File: config.mk
export PLATFORM = sky130hd
export DESIGN_NAME = slt_ctrl
export DESIGN_NICKNAME = d
export VERILOG_FILES = /design/src/hdl/slt_pkg.sv /design/src/hdl/slt_ctrl.sv
export SDC_FILE = /design/constraint.sdc
export NUM_CORES = 1
export LEC_CHECK = 0
export BUFFER_PORTS_ARGS = -buffer_cell sky130_fd_sc_hd__buf_4
export CORE_AREA = 2 2 39 41
export DETAILED_ROUTE_END_ITERATION = 10
export DIE_AREA = 0 0 41 43
export GPL_TIMING_DRIVEN = 0
export PLACE_DENSITY = 0.37
export SLEW_MARGIN = 20
export SYNTH_ARGS = -nofsm -noshare
export SYNTH_HDL_FRONTEND = slang
export SYNTH_SLANG_ARGS = --single-unit
export TNS_END_PERCENT = 100
File: constraint.sdc
create_clock -name clk -period 1.1 [get_ports clk]
set_clock_uncertainty 0.05 [all_clocks]
set_input_delay 0.11 -clock clk [delete_from_list [all_inputs] [get_ports clk]]
set_output_delay 0.11 -clock clk [all_outputs]
set_load 0.03 [all_outputs]
File: src/hdl/slt_pkg.sv
// Shared types, field widths and operation codes for the sorted list table.
package slt_pkg;

  localparam int CMD_W       = 2;
  localparam int VALUE_W     = 32;
  localparam int POS_W       = 7;
  localparam int CNT_W       = 7;
  localparam int STAT_W      = 2;
  localparam int IN_TDATA_W  = 40;
  localparam int OUT_TDATA_W = 16;

  typedef enum logic [CMD_W-1:0] {
    CMD_INSERT = 2'd0,
    CMD_DELETE = 2'd1,
    CMD_FIND   = 2'd2
  } cmd_e_t;

  typedef enum logic [STAT_W-1:0] {
    STAT_OK      = 2'd0,
    STAT_FULL    = 2'd1,
    STAT_MISSING = 2'd2
  } stat_e_t;

  // Commands from the controller to the datapath.
  typedef struct packed {
    logic capture;  // latch the input word and the per-cell compares
    logic update;   // apply the operation and load the result register
  } slt_ctl_t;

endpackage

File: src/hdl/slt_ctrl.sv
// Controller state machine for the sorted list table.
module slt_ctrl (
  input  logic             clk,
  input  logic             rst,
  input  logic             s_axis_tvalid,
  output logic             s_axis_tready,
  output logic             m_axis_tvalid,
  input  logic             m_axis_tready,
  output slt_pkg::slt_ctl_t ctl
);
  import slt_pkg::*;

  typedef enum logic [1:0] {
    S_IDLE = 2'b01,
    S_UPD  = 2'b10
  } state_t;

  state_t state, state_next;
  logic   out_valid, out_valid_next;
  logic   out_free;

  assign out_free      = !out_valid || m_axis_tready;
  assign s_axis_tready = (state == S_IDLE);
  assign m_axis_tvalid = out_valid;

  always_comb begin
    ctl.capture    = 1'b0;
    ctl.update     = 1'b0;
    state_next     = state;
    out_valid_next = out_valid && !m_axis_tready;
    case (state)
      S_IDLE: begin
        if (s_axis_tvalid) begin
          ctl.capture = 1'b1;
          state_next  = S_UPD;
        end
      end
      S_UPD: begin
        // The result waits here until the output register can take it.
        if (out_free) begin
          ctl.update     = 1'b1;
          out_valid_next = 1'b1;
          state_next     = S_IDLE;
        end
      end
      default: begin
        state_next = S_IDLE;
      end
    endcase
  end

  always_ff @(posedge clk) begin
    if (rst) begin
      state     <= S_IDLE;
      out_valid <= 1'b0;
    end else begin
      state     <= state_next;
      out_valid <= out_valid_next;
    end
  end

endmodule

# == Yosys cells after proc, flatten, opt, wreduce, memory -nomap -nowiden ==
# Index checks and enable logic that the tools add are counted.
# op_classes
n_reduce_logical,5
mux,9
eq_ne,4
# op_table
operator,n
1-bit two-way mux,6
2-bit two-way mux,2
2-bit != test (second input constant),2
2-bit one-hot mux with 2 select lines,1
2-bit by 1-bit equality test with 1-bit output (second input constant),1
2-bit equality test (second input constant),1
1-bit logical NOT,2
2-bit AND reduction,1
1-bit logical AND,1
1-bit logical OR,1
# word_totals
output_inout_bits,4
regBits,3

# == Longest topological paths before layout ==
# depth
depth_word,4
depth_mapped,2

# == Worst setup path before layout ==
# OpenSTA, ideal clock, no wires.
# synth_timing
path_type,reg-to-output
startpoint,reg out_valid (netlist: m_axis_tvalid)
endpoint,out ctl[0] (netlist name)
arrival_ps,985
n_path_buf,0
path_slack_ps,-45
path_stages_with_launch,3
cell_sequence,dfxtp_1 nand2b_1 nor2b_1
# synth_lines
item,line_no,source
start: declaration,slt_ctrl.sv:19,"logic out_valid, out_valid_next;"
start signal: assignment,slt_ctrl.sv:58,out_valid <= out_valid_next;
end: declaration,slt_ctrl.sv:9,output slt_pkg::slt_ctl_t ctl

==> impl_metrics.ini <==
[synth]
seq_area_frac_synth_pct = 46.6
async_flop_share_pct = 0
synth_xor_area_share_pct = 0
yosys.area_share.simple_pct = 35.9
synth-edff-count = 0
netlist.area_leader.share_pct = 46.6
ys.flop_type = dfxtp_1
synth_top_family_by_area = simple AND/OR/NAND/NOR gates
yosys_register_bits = 3
yosys-top-cells-count = 3 x dfxtp_1, 2 x nand2b_1, 2 x nor2b_1
synthDistinctLibCells = 8
syn_avg_cell_area_um2 = 10.7
yosysMostFrequentCell = dfxtp_1
syn-num-nets = 16
yosysWarnings = 0
synthMuxAreaShare_pct = 0
synthAdderAreaFrac_pct = 0
synth_area_leaders = dfxtp_1 47%, and4bb_2 9.7%, nand2b_1 9.7%
synth_area_um2 = 129
synth_cells = 12
synth-compound-area-share_pct = 17.5
synth_area_leader_cell = dfxtp_1

[run_status]
violations = negative setup slack
outcome = finished, violations left

[timing]
min_period_ns = 1.11
setup_viol = 1
report.final.hold_viol_count = 0
holdWs_ns = 0.118
rsz0062_at_grt = yes
slew_violations = 0
fin_crit_sh_pct = 101
fin_ws_ns = -0.0140
tightest_slew_ns = 0.0979
max_freq_ghz = 0.898
slew_headroom_pct = 93.5

[floorplan]
ioPinCount = 8
start_util_pct = 9.31
row_count = 14
core_mm2 = 0.00138
die_x_um = 41
die_area_mm2 = 0.00176
die_y_um = 43

[clock_network]
cts_root_buf = clkbuf_4
clk_latency_ns = 0.23
cts_tree = done
cts_buffers = 3
clk_path_buf_depth = 2
clk_pin_slew_ns = 0.04
cts.htree.levels = 1
clock-sinks = 3

[detailed_routing]
drtPass1Iterations = 1
num_vias = 136
wl_per_cell_um = 8.02
first_iter_violations = 0
vias_per_cell = 3.24
antenna_left = 0
drc = 0
totalWireLength_um = 337

[placed_design]
io_buffers = 7
dpl_cell_area_um2 = 204
dp.cells = 35
place_hpwl_um = 229
gp_congestion = 0.519
pre_cts_slack_ns = 0.207

[final_layout]
synthToLayoutAreaGrowth_pct = 116
diodes = 0
final_cells = 42
fin_nets = 31
design_area_um2 = 278
layout-drive-gt1-share_pct = 73.1

[setup_path]
cpMaxStageDelayCell = dfxtp_4
crit_path_cell_trace = and3b_2, buf_6
regToRegSetupSlack_ns = 0.06
path_buf_inv = 1
r2r_end = state[1]
crit_required_ns = 0.94
critPathLaunchType = flop
cpLargestDelayFamily = flip-flops
crit_arrival_ns = 0.95
cp_slowest_stage_delay_ns = 0.35
cp_max_fo = 4
setup.worst_path.end_class = output pin
r2r_cells = 3
crit_type = flop to output pin
r2r-start = state[1]

[power_and_ir_drop]
p_leak_nw = 0.133
power_density_mw_per_mm2 = 1360
p_total_uw = 378
peakVddDrop_mv = 0.480

[global_routing]
antenna_found_initial = 0
grt_overflow_total = 0
grt_max_degree = 5
grt_pass1_vias = 140
grt_pass1_wl_um = 489
grt_usage_pct = 5.32

[worst_hold_path]
worstHoldPathCells = 3
hold_path_end = m_axis_tvalid
hp-class = input pin to flop
hold_path_startpoint = m_axis_tready

[flow_run]
drv_cap = 0
repair_timing:
item,4_1_cts,5_1_grt
buffers inserted,1,1
endpoints found under the hold margin,1,0
endpoints found under the setup margin,2,2
resized for setup,6,2
pin swaps,0,0
hold buffers,1,0
cloned,0,0
final cells by class:
| type | instances | area (um2) |
|---|---|---|
| repair buffers | 10 | 85.1 |
| multi-input cells | 9 | 80.1 |
| flip-flops and latches | 3 | 66.3 |
| clock buffers | 4 | 26.3 |
| well taps | 16 | 20.0 |
| fillers | 162 | 1110 |
placed cells by master (no fill, tap or decap), drive strengths merged:
cell	count
o21ba	1
and4bb	1
nor2b	2
clkbuf	4
buf	9
nand2b	2
and3b	1
dfxtp	3
a21oi	1
o21bai	1
dlygate4sd3	1
through the flow:
stage	util, %	TNS, ns
5_1_grt	20.1	-0.0790
6_report	20.1	-0.0140
3_3_place_gp	14.7	0
2_1_floorplan	-	0
4_1_cts	19.3	-0.0226
3_5_place_dp	14.7	0
routing by layer:
metal	global-route usage, %	routed length (um)	share of wire, %
met4	8.00	0	0
met1	4.17	133	39
met2	5.00	159	47
met3	6.28	45	13
met5	0	0	0
logic make-up (layout without fill, tap and decap cells):
logic type	count (synthesis)	count (layout)
buf+inv	0	14
simple gates	6	6
flops	3	3
compound gates	3	3
worst min-delay path, stage by stage:
cell      delay [ns]
buf_4           0.08
nand2b_1        0.11
a21oi_1         0.06
worst max path at each step:
| stage | startpoint | end | slack [ns] | cells past startpoint |
|---|---|---|---|---|
| after floorplan | state[1] | state[0] | 0.1 | 2 |
| after global placement | state[1] | state[1] | 0.20 | 2 |
| after detailed placement | state[0] | ctl[0] | 0.21 | 3 |
| after CTS | state[1] | ctl[1] | -0.01 | 2 |
| after global routing | state[1] | ctl[1] | -0.05 | 2 |
| final | state[1] | ctl[1] | -0.01 | 2 |
registers in the layout, summed over array words and instances, names as in the netlist:
register       cells
state              2
m_axis_tvalid      1
report_power, final:
part	total [mW]	internal (mW)	switching [mW]
Sequential	0.120	0.115	0.00513
Clock	0.190	0.136	0.0542
Combinational	0.0681	0.0381	0.0300
Total	0.378	0.288	0.0894
No activity file was read; power rests on OpenSTA's default activity.
